<file path="src/hdl/hil_pkg.sv">
// Shared constants, request codes and structs for the indexed handle list.
package hil_pkg;

  localparam int unsigned DEPTH      = 1024;
  localparam int unsigned WORD_BITS  = 32;
  localparam int unsigned ADDR_BITS  = $clog2(DEPTH);
  localparam int unsigned COUNT_BITS = $clog2(DEPTH + 1);
  localparam int unsigned POS_BITS   = 10;
  localparam int unsigned HANDLE_BITS = 32;
  localparam int unsigned REQ_BITS   = 3;

  typedef enum logic [REQ_BITS-1:0] {
    REQ_APPEND      = 3'd0,
    REQ_REMOVE_HEAD = 3'd1,
    REQ_READ_AT     = 3'd2,
    REQ_REMOVE_AT   = 3'd3,
    REQ_INSERT_AT   = 3'd4
  } req_e;

  typedef enum logic [2:0] {
    ST_IDLE,
    ST_GET,
    ST_SHIFT_RD,
    ST_SHIFT_WR,
    ST_PUT,
    ST_DONE
  } state_e;

  typedef struct packed {
    logic                 we;
    logic [ADDR_BITS-1:0] waddr;
    logic [WORD_BITS-1:0] wdata;
    logic [ADDR_BITS-1:0] raddr;
  } mem_req_t;

  typedef struct packed {
    logic [HANDLE_BITS-1:0] handle;
    logic                   ok;
    logic [COUNT_BITS-1:0]  count;
  } result_t;

endpackage

</file>
<file path="src/hdl/hil_seq.sv">
// Sequencer that checks each request and moves entries one at a time.
module hil_seq
  import hil_pkg::*;
(
  input  logic                   clk_i,
  input  logic                   rst_ni,
  input  logic                   start_i,
  input  logic [REQ_BITS-1:0]    req_type_i,
  input  logic [POS_BITS-1:0]    position_i,
  input  logic [HANDLE_BITS-1:0] handle_in_i,
  input  logic [WORD_BITS-1:0]   rdata_i,
  input  logic                   res_take_i,
  output logic                   idle_o,
  output logic                   res_valid_o,
  output result_t                res_o,
  output mem_req_t               mem_o
);

  state_e                 state_q, state_d;
  req_e                   req_q, req_d;
  logic [ADDR_BITS-1:0]   pos_q, pos_d;
  logic [ADDR_BITS-1:0]   idx_q, idx_d;
  logic [COUNT_BITS-1:0]  fill_q, fill_d;
  logic [WORD_BITS-1:0]   word_q, word_d;
  logic [WORD_BITS-1:0]   hout_q, hout_d;
  logic                   ok_q, ok_d;
  logic [COUNT_BITS-1:0]  pos_ext;
  logic                   not_full;

  assign pos_ext  = COUNT_BITS'(position_i);
  assign not_full = fill_q < COUNT_BITS'(DEPTH);

  always_ff @(posedge clk_i or negedge rst_ni) begin
    if (!rst_ni) begin
      state_q <= ST_IDLE;
      fill_q  <= '0;
    end else begin
      state_q <= state_d;
      fill_q  <= fill_d;
    end
  end

  always_ff @(posedge clk_i) begin
    req_q  <= req_d;
    pos_q  <= pos_d;
    idx_q  <= idx_d;
    word_q <= word_d;
    hout_q <= hout_d;
    ok_q   <= ok_d;
  end

  always_comb begin
    state_d = state_q;
    req_d   = req_q;
    pos_d   = pos_q;
    idx_d   = idx_q;
    fill_d  = fill_q;
    word_d  = word_q;
    hout_d  = hout_q;
    ok_d    = ok_q;
    mem_o.we    = 1'b0;
    mem_o.waddr = idx_q;
    mem_o.wdata = rdata_i;
    mem_o.raddr = idx_q;

    case (state_q)
      ST_IDLE: begin
        if (start_i) begin
          req_d   = req_e'(req_type_i);
          pos_d   = ADDR_BITS'(position_i);
          idx_d   = ADDR_BITS'(position_i);
          word_d  = handle_in_i[WORD_BITS-1:0];
          hout_d  = '0;
          ok_d    = 1'b0;
          state_d = ST_DONE;
          case (req_type_i)
            REQ_APPEND: begin
              if (not_full) begin
                mem_o.we    = 1'b1;
                mem_o.waddr = fill_q[ADDR_BITS-1:0];
                mem_o.wdata = handle_in_i[WORD_BITS-1:0];
                fill_d      = fill_q + 1'b1;
                ok_d        = 1'b1;
              end
            end
            REQ_REMOVE_HEAD: begin
              pos_d = '0;
              idx_d = '0;
              mem_o.raddr = '0;
              if (fill_q != '0) begin
                ok_d    = 1'b1;
                state_d = ST_GET;
              end
            end
            REQ_READ_AT, REQ_REMOVE_AT: begin
              mem_o.raddr = ADDR_BITS'(position_i);
              if (pos_ext < fill_q) begin
                ok_d    = 1'b1;
                state_d = ST_GET;
              end
            end
            REQ_INSERT_AT: begin
              if (not_full && pos_ext <= fill_q) begin
                ok_d    = 1'b1;
                idx_d   = fill_q[ADDR_BITS-1:0];
                state_d = (pos_ext == fill_q) ? ST_PUT : ST_SHIFT_RD;
              end
            end
            default: begin
              state_d = ST_DONE;
            end
          endcase
        end
      end

      ST_GET: begin
        hout_d = rdata_i;
        if (req_q == REQ_READ_AT) begin
          state_d = ST_DONE;
        end else if ((COUNT_BITS'(idx_q) + 1'b1) < fill_q) begin
          state_d = ST_SHIFT_RD;
        end else begin
          fill_d  = fill_q - 1'b1;
          state_d = ST_DONE;
        end
      end

      ST_SHIFT_RD: begin
        if (req_q == REQ_INSERT_AT) begin
          mem_o.raddr = idx_q - 1'b1;
        end else begin
          mem_o.raddr = idx_q + 1'b1;
        end
        state_d = ST_SHIFT_WR;
      end

      ST_SHIFT_WR: begin
        mem_o.we = 1'b1;
        if (req_q == REQ_INSERT_AT) begin
          idx_d   = idx_q - 1'b1;
          state_d = ((idx_q - 1'b1) > pos_q) ? ST_SHIFT_RD : ST_PUT;
        end else begin
          idx_d = idx_q + 1'b1;
          if ((COUNT_BITS'(idx_q) + COUNT_BITS'(2)) < fill_q) begin
            state_d = ST_SHIFT_RD;
          end else begin
            fill_d  = fill_q - 1'b1;
            state_d = ST_DONE;
          end
        end
      end

      ST_PUT: begin
        mem_o.we    = 1'b1;
        mem_o.waddr = pos_q;
        mem_o.wdata = word_q;
        fill_d      = fill_q + 1'b1;
        state_d     = ST_DONE;
      end

      ST_DONE: begin
        if (res_take_i) begin
          state_d = ST_IDLE;
        end
      end

      default: begin
        state_d = ST_IDLE;
      end
    endcase
  end

  assign idle_o       = (state_q == ST_IDLE);
  assign res_valid_o  = (state_q == ST_DONE);
  assign res_o.handle = HANDLE_BITS'(hout_q);
  assign res_o.ok     = ok_q;
  assign res_o.count  = fill_q;

endmodule

</file>
<file path="config.mk">
export PLATFORM = sky130hd
export DESIGN_NAME = hil_seq
export DESIGN_NICKNAME = d
export VERILOG_FILES = /design/src/hdl/hil_pkg.sv /design/src/hdl/hil_seq.sv
export SDC_FILE = /design/constraint.sdc
export NUM_CORES = 1
export LEC_CHECK = 0
export BUFFER_PORTS_ARGS = -buffer_cell sky130_fd_sc_hd__clkbuf_2
export CORE_UTILIZATION = 55
export CTS_BUF_LIST = sky130_fd_sc_hd__clkbuf_4 sky130_fd_sc_hd__clkbuf_8
export DETAILED_ROUTE_END_ITERATION = 6
export HOLD_SLACK_MARGIN = 0.05
export PLACE_DENSITY_LB_ADDON = 0.15
export SYNTH_ARGS = -nofsm -noshare
export SYNTH_HDL_FRONTEND = slang
export SYNTH_SLANG_ARGS = --single-unit
</file>
<file path="constraint.sdc">
create_clock -name clk_i -period 3.9 [get_ports clk_i]
set_input_delay 0.39 -clock clk_i [delete_from_list [all_inputs] [get_ports clk_i]]
set_output_delay 0.39 -clock clk_i [all_outputs]
set_load 0.03 [all_outputs]
</file>
# == Yosys cells after proc, flatten, opt, wreduce, memory -nomap -nowiden ==
# Cells that the tools add are included.
# classes
addsub,6
multipliers,0
div_mod_pow,0
n_lt_le_gt_ge,6
n_eq_ne,20
shift,0
muxes,40
n_bitwise,0
n_reduce_logical,14
# ops
operator,count
$mux W43,2
$pmux W42 S2,1
$pmux W10 S2,4
$mux W11,7
$pmux W32 S2,1
$mux W53,1
$pmux W11 S4,1
$mux W3,11
$mux W32,1
$mux W10,3
$lt A11 B11 Y1,2
$pmux W3 S6,1
$eq A3 B2 Y1 const B,5
$eq A3 B3 Y1 const B,4
$ne A2 B2 Y1 const B,6
$add A10 B1 Y11 const B,1
$add A10 B2 Y11 const B,1
$add A11 B1 Y11 const B,1
$eq A10 B11 Y1,1
$le A10 B11 Y1,1
$lt A10 B11 Y1,1
$lt A11 B11 Y1 const B,1
$reduce_bool A11 Y1,1
$sub A11 B1 Y11 const B,1
other kinds (16),27
# totals
ff_bits,102
latchBits,0
mem_bits_rw,0
romBits,0
inputBits,81
output_inout_bits,99
word_cells,94
mem_count,0

# == Depth between registers and ports, before layout ==
# Gate-level depths: netlist (run 1).
# depth
word_depth,6
depth_mapped,14

# == Worst setup path before layout (run 1) ==
# Ideal clock, no wire load.
# synth_timing
kind,flip-flop to flip-flop
from,reg state_q[1]
to,"reg hout_q[0], enable pin"
t_arrival_ns,3.029
t_required_ns,3.434
setup_slack_ns,0.405
stages_incl_launch_ff,4
path_buffers,2
synth_period_minus_slack_ns,3.495
path_cell_list,dfrtp_1 buf_2 clkbuf_1 o21ai_0
# synth_between
elab_chain_cells,3
word_cells_on_any_way,5
# synth_lines
item,line,rtl
start: declaration,hil_seq.sv:19,"state_e state_q, state_d;"
start signal: assignment,hil_seq.sv:38,state_q <= state_d;
$eq A3 B1 Y1 or $logic_not A3 Y1 (tied branches),hil_seq.sv:66,case (state_q)
$reduce_bool A2 Y1 (no line) or $ne A2 B2 Y1 (tied branches),-,
$reduce_and A2 Y1 (no line) *,-,
end signal: assignment,hil_seq.sv:48,hout_q <= hout_d;
end: declaration,hil_seq.sv:25,"logic [WORD_BITS-1:0] hout_q, hout_d;"
# Every way passes the cells marked *; elsewhere a longest branch is shown, timed or not.
# A chain may end at the register's enable or synchronous reset.

# == Worst setup path in the final report (run 1) ==
# layout_timing
from,reg idx_q[2]
to,reg fill_q[8]
# layout_between
elab_chain_cells,4
word_cells_on_any_way,7
# layout_lines
item,line,rtl
start: declaration,hil_seq.sv:22,"logic [ADDR_BITS-1:0] idx_q, idx_d;"
start signal: assignment,hil_seq.sv:46,idx_q <= idx_d;
$add A10 B2 Y11 or $add A10 B1 Y11 (tied branches),"hil_seq.sv:144, hil_seq.sv:120",
$lt A11 B11 Y1 (on tied branches),"hil_seq.sv:144, hil_seq.sv:120",
$ne A2 B2 Y1 (no line),-,
$reduce_and A8 Y1 (no line) *,-,
end signal: assignment,hil_seq.sv:39,fill_q <= fill_d;
end: declaration,hil_seq.sv:23,"logic [COUNT_BITS-1:0] fill_q, fill_d;"
# Marks and branches as above.

==> results.md, run 1 <==
- Status: complete, no violations
- GR Overflow Total: 0
- Register bit count reported by yosys: 102
- Most frequent cell after synthesis: edfxtp_1
- GP Congestion: about 0.97
- Post-synth top area cell: edfxtp_1
- Num rows: 40
- Core Box Area: 12100 sq um
- Total negative setup slack: 0 ns
- Worst-Skew Late Latency: between 0.3 and 0.4 ns
- HPWL after detailed placement: approximately 16000 um
- First-pass GRT wire length: around 32000 um
- TritonCTS Buffers: 9
- Max Root-Sink Buffers: 2
- Post-synth EDFFs: 88
- CP startpoint kind: flop
- Post-DRT Antenna Nets: 0
- Post-CTS setup buffers: 0
- Max Cap Viol: 0
- Final Hold Vio Count: 0
- Met2 Use GR: 0.531
- Pleak: about 3.8 nW
- CTS Sinks: 102
- Syn Area/Cell: ~10 sq um
- Share of layout cells above drive strength 1: 0.263
- Final Slew Violations: 0
- Routed length per instance: 20.6 um
- CTS tree: built
- Drt first pass iters: 7
- Synth area leaders: edfxtp_1 (38%), ha_1 (9.8%), a222oi_1 (6.3%)
- DR DRC count: 0
- Period utilisation layout: 0.926
- Gr usage total: 0.329
- Final #Nets: around 1000
- Layout area overhead: 17.6%
- Min Hold Slack: about 0.19 ns
- Initial Utilization: 0.567
- Post-Syn Area: between 6000 and 7000 sq um
- Initial drt markers: between 800 and 900
- Port Buffer Count: around 180
- Crit Path Max Fanout: 9
- Main synth FF type: edfxtp_1
- Die W: approximately 110 um
- Syn Nets: slightly above 800
- Max Freq: 277 MHz
- Netlist cell types: about 60
- Yosys warnings: 0
- # IOs: 180
- Crit end category: flop
- Power Dens Cells: 902 nW/um^2
- Final setup fails: 0
- Post-synthesis sequential area ratio: 0.436
- H-tree levels: 3
- Largest net degree at the start of global routing: 47
- Initial antenna violation count: 1
- Critical path class: flop to flop
- Crit path DAT: between 3 and 4 ns
- CTS root buf: clkbuf_8
- Worst hold path class: input port to flop
- Final worst clock skew: around 0.013 ns
- Maximum vdd drop: between 0.0006 and 0.0007 V
- Total wire length: approximately 21000 um
- Met1 usage: 0.425
- Synth Instances: around 670
- Vias in the first global route: 5974
- CP required: ~4.2 ns
- Unrepaired setup endpoints after global routing: false
- GR Util met3: 0.0707
- Top Usage Layer GRT: met2
- Area fraction of the dominant cell type after synthesis: 0.385
- Measured slew at the worst slew-check pin: approximately 1.0 ns
- Die area: roughly 13000 sq um
- Vias per cell: between 6 and 7
- Vias: 6281
- Max-slew headroom: 0.324
- Clock slew at reported path FFs: 0.11 ns
- Tmin final: ~3.6 ns
- Post-synth top cells: edfxtp_1 (88), inv_1 (72), ha_1 (54), a222oi_1 (43), and3_1 (38)
- Async set-reset flop share out of synthesis: 0.137
- Die Y: roughly 110 um
[worst max-delay path: stages, from the launching register on]
cell	delay (ns)
edfxtp_1	0.55
ha_1	0.36
nand4_1	0.21
or2_2	0.38
nor2_1	0.12
xor2_1	0.17
ha_1	0.24
nand2_1	0.07
o21ai_0	0.09
a31oi_1	0.30
a21oi_1	0.15
a211oi_2	0.44
buf_4	0.23
mux2i_1	0.20
[cell families (layout without fill, tap and decap cells)]
kind of cell	after synthesis	after routing	synth area share
multiplexers	14	14	0.0209
other	0	1	0
flip-flops	102	102	0.436
adder cells (fa/ha/maj)	55	55	0.101
buffers and inverters	111	286	0.0725
AND/OR/NAND/NOR	182	182	0.142
AO/OA/AOI/OAI	171	171	0.178
XOR/XNOR	39	39	0.0497
[flip-flops by register name (all words and copies together), names as in the netlist]
signal   cells
fill_q      11
hout_q      32
idx_q       10
ok_q         1
pos_q       10
req_q        3
state_q      3
word_q      32
[stage by stage]
stage / instance area (sq um) / total power, mW / util / std cells / setup slack, ns
after detailed placement: 7890 / 6.60 / 0.651 / 1000 / 0.356
final: 8080 / 7.29 / 0.667 / 1018 / 0.287
after floorplan: 6870 / 5.27 / - / 674 / 0.405
after global routing: 8080 / 7.73 / 0.667 / 1018 / 0.00540
after global placement: 7890 / 6.49 / 0.651 / 1000 / 0.475
after CTS: 8080 / 7.24 / 0.667 / 1017 / 0.334
[cells in the final DEF (no fill, tap or decap), types with 4 or more instances in the layout]
master | synthesis | final
o21ai_0 | 34 | 33
clkbuf_8 | 0 | 9
or3_1 | 9 | 9
xor2_1 | 17 | 17
a222oi_1 | 43 | 43
xnor2_1 | 22 | 22
buf_4 | 3 | 16
nand3_1 | 13 | 13
nor2b_1 | 12 | 12
a22oi_1 | 13 | 13
nor3_1 | 7 | 6
o21bai_1 | 4 | 4
ha_1 | 54 | 54
and3_1 | 38 | 38
a21oi_1 | 37 | 37
clkbuf_2 | 2 | 179
a21o_1 | 6 | 6
nand2_1 | 37 | 37
edfxtp_1 | 88 | 88
a31oi_1 | 4 | 4
dfrtp_1 | 14 | 14
nor2_1 | 37 | 37
o21ai_1 | 5 | 5
inv_1 | 72 | 71
nor3b_1 | 4 | 4
mux2i_1 | 11 | 11
nand4_1 | 5 | 5
[path summary, 6_finish.rpt]
check                                 startpoint                endpoint  slack, ns  cells after the start
setup reg to reg              idx_q[2]$_DFFE_PP_   fill_q[8]$_DFFE_PN0P_       0.29                     13
setup / recovery              idx_q[2]$_DFFE_PP_   fill_q[8]$_DFFE_PN0P_       0.29                     13
max in group asynchronous                 rst_ni  state_q[1]$_DFFE_PN0P_       3.19                      2
hold reg to reg            fill_q[9]$_DFFE_PN0P_   fill_q[9]$_DFFE_PN0P_       0.68                      2
min in group asynchronous                 rst_ni   fill_q[2]$_DFFE_PN0P_       0.44                      2
hold / removal                   handle_in_i[20]    word_q[20]$_DFFE_PP_       0.19                      1
[layout make-up]
| type | count | area, sq um |
|---|---|---|
| antenna | 1 | 2.50 |
| clock buffer | 10 | 131 |
| clock inverter | 6 | 45.0 |
| fill | 1008 | 4030 |
| inverter | 74 | 278 |
| multi-input combinational | 461 | 3390 |
| sequential | 102 | 2990 |
| tap | 168 | 210 |
| timing repair buffer | 196 | 1030 |
[power breakdown]
group	switching, mW	internal, mW	total (mW)
Sequential	0.382	1.70	2.09
Clock	0.397	0.244	0.641
Combinational	3.06	1.50	4.56
Total	3.84	3.45	7.29
[metal layers]
layer  part of all wire  routed length [um]
met1               0.41                8560
met2               0.46                9640
met3              0.095                1990
met4              0.038                 798
met5                  0                   0
[timing repair]
| action | CTS | global route |
|---|---|---|
| hold endpoints to repair | 14 | 0 |
| gates resized for setup | 0 | 0 |
| hold buffers | 1 | 0 |
(Power assumes the default switching activity.)
==> inputs of run 2 (changes only) <==
--- a/config.mk
+++ b/config.mk
@@ -6,8 +6,8 @@
 export NUM_CORES = 1
 export LEC_CHECK = 0
 export BUFFER_PORTS_ARGS = -buffer_cell sky130_fd_sc_hd__clkbuf_2
-export CORE_UTILIZATION = 55
-export CTS_BUF_LIST = sky130_fd_sc_hd__clkbuf_4 sky130_fd_sc_hd__clkbuf_8
+export CORE_UTILIZATION = 54
+export CTS_BUF_LIST = sky130_fd_sc_hd__clkbuf_16
 export DETAILED_ROUTE_END_ITERATION = 6
 export HOLD_SLACK_MARGIN = 0.05
 export PLACE_DENSITY_LB_ADDON = 0.15
==> results.md, run 2 (synthesis gave the netlist of run 1 again) <==
- Initial antenna violation count: 0 (-1)
- Core Box Area: 12200 sq um (+0.83%)
- Leading cell types in the layout, fill and taps excluded: clkbuf_2 (179), edfxtp_1 (88), inv_1 (73)
- DR DRC count: 1 (+1)
- Final Slew Violations: 0 (unchanged)
- Final setup fails: 0 (unchanged)
- Final worst clock skew: 0.00989 ns (-0.00286 ns)
- Max-slew headroom: 0.405 (+0.0812)
- GP Congestion: 1.05 (+8.8%)
- Period utilisation layout: 0.907 (-0.0195)
- Maximum vdd drop: 0.000569 V (-16%)
- Commonest non-fill, non-tap cell in the layout: clkbuf_2
- Initial Utilization: 0.563 (-0.00465)
- Power Dens Cells: 917 nW/um^2 (+1.7%)
- Worst r2r src: idx_q[2]$_DFFE_PP_
- Hold worst-path end: word_q[25]$_DFFE_PP_
- Top Registers: hout_q x32, word_q x32, fill_q x11
- Final #Nets: 982 (+0.20%)
- GR Overflow Total: 0 (unchanged)
- CTS tree: built
- Worst Reg2Reg Path Length in Cells: 13 (unchanged)
- Crit end category: flop
- Gr usage total: 0.326 (-0.00267)
- Initial drt markers: 1013 (+20%)
- Max Freq: 283 MHz (+2.2%)
- HPWL after detailed placement: 16000 um (+0.31%)
- R2R Setup Slk: 0.36 ns (+0.08 ns)
- Crit path DAT: 3.77 ns (-0.15 ns)
- Status: finished with violations
- CP max stage delay: 0.55 ns (about the same)
- Pleak: 3.89 nW (+1.6%)
- Die area: 13200 sq um (+1.8%)
- Layout area overhead: 19.4%
- Tmin final: 3.54 ns (-0.0761 ns)
- # IOs: 180 (unchanged)
- Clock slew at reported path FFs: 0.07 ns (-0.04 ns)
- H-tree levels: 3 (unchanged)
- Total negative setup slack: 0 ns (unchanged)
- Vias per cell: 6.28 (+1.9%)
- Vias: 6404 (+2.0%)
- Drt first pass iters: 7 (unchanged)
- Worst setup path startpoint: idx_q[2]$_DFFE_PP_
- CTS root buf: clkbuf_16
- CTS Sinks: 102 (unchanged)
- Final Hold Vio Count: 0 (unchanged)
- Unrepaired setup endpoints after global routing: false
- Port Buffer Count: 179 (unchanged)
- Antenna Cells: 0 (-1)
- Final Total Pwr: 7.52 mW (+3.2%)
- CP Cell Sequence: ha_1 > nand4_1 > or2_2 > nor2_1 > xor2_1 > ha_1 > nand2_1 > o21ai_0 > a31oi_1 > a21oi_1 > a211oi_2 > buf_4 > mux2_1
- Die W: 115 um (+0.91%)
- Worst hold path class: input port to flop
- Max Root-Sink Buffers: 2 (unchanged)
- CP startpoint kind: flop
- Number of fill cells: 962 (-4.6%)
- TritonCTS Buffers: 9 (unchanged)
- Largest net degree at the start of global routing: 45 (-4.3%)
- Die Y: 115 um (+0.91%)
- Post-DRT Antenna Nets: 0 (unchanged)
- CP required: 4.14 ns (-0.07 ns)
- Vias in the first global route: 6121 (+2.5%)
- Worst-path cell with the longest stage delay: edfxtp_1
- Share of layout cells above drive strength 1: 0.263 (+0.000558)
- Crit Path Max Fanout: 10 (+1)
- Hold Path Origin: handle_in_i[25]
- Max Cap Viol: 0 (unchanged)
- Measured slew at the worst slew-check pin: 0.891 ns (-0.123 ns)
- CP most frequent cell: ha_1
- Routed length per instance: 20.7 um (+0.62%)
- First-pass GRT wire length: 32200 um (about the same)
- Reg2reg end: fill_q[5]$_DFFE_PN0P_
- Worst hold stages: 1 (unchanged)
- Critical path class: flop to flop
- Failing checks: DRC
- Num rows: 40 (unchanged)
- Total wire length: 21100 um (+0.72%)
- Worst-Skew Late Latency: 0.36 ns (-0.03 ns)
[run 2: cell type report]
class,instances,area [sq um],area share
clock buffer,9,225,0.0275
clock inverter,7,51.3,0.00625
inverter,74,278,0.0339
multi-input combinational,461,3390,0.414
sequential,102,2990,0.365
tap,168,210,0.0256
timing repair buffer,198,1050,0.128
[run 2: worst max path at each step]
stage | slack [ns] | depth (start not counted) | to
finish | 0.36 | 13 | fill_q[5]$_DFFE_PN0P_
global route | 0.11 | 13 | fill_q[1]$_DFFE_PN0P_
CTS | 0.42 | 13 | fill_q[5]$_DFFE_PN0P_
detailed placement | 0.44 | 13 | fill_q[5]$_DFFE_PN0P_
global placement | 0.56 | 13 | fill_q[5]$_DFFE_PN0P_
floorplan | 0.41 | 3 | hout_q[0]$_SDFFCE_PN0P_
[run 2: routing by layer]
layer	up-vias	routed length [um]	track usage	share of wire
met5	-	0	0	0
met4	0	891	0.170	0.042
met3	66	2210	0.0691	0.10
met2	445	9830	0.538	0.47
met1	3007	8200	0.405	0.39
li1	2886	-	-	-
[run 2: worst max-delay path: cells and delay by family (launching register included)]
kind | cells | cell delay (ns)
and+or+nand+nor | 4 | 0.79
AOI/OAI and AO/OA | 4 | 0.71
adders and majority gates | 2 | 0.60
DFF | 1 | 0.55
muxes | 1 | 0.34
buffers and inverters | 1 | 0.24
xor gates and xnor gates | 1 | 0.18
[run 2: power by group]
| part | internal [mW] | switching [mW] |
|---|---|---|
| Sequential | 1.70 | 0.362 |
| Combinational | 1.51 | 3.10 |
| Clock | 0.436 | 0.415 |
[run 2: what timing repair did]
item                                   in CTS  in global routing
hold buffers                                1                  0
endpoints found under the hold margin      14                  0
buffers inserted                            0                  0
gates resized for setup                     0                  0
setup endpoints to repair                   0                  0
[run 2: stage by stage]
stage / util / worst slack [ns] / hold WS, ns / cells / cell area, sq um
2_1_floorplan: - / 0.405 / 0.0944 / 674 / 6870
5_1_grt: 0.672 / 0.106 / 0.225 / 1019 / 8200
3_5_place_dp: 0.648 / 0.444 / 0.315 / 1002 / 7920
4_1_cts: 0.672 / 0.420 / 0.216 / 1019 / 8200
6_report: 0.672 / 0.364 / 0.220 / 1019 / 8200
3_3_place_gp: 0.648 / 0.559 / 0.308 / 1002 / 7920
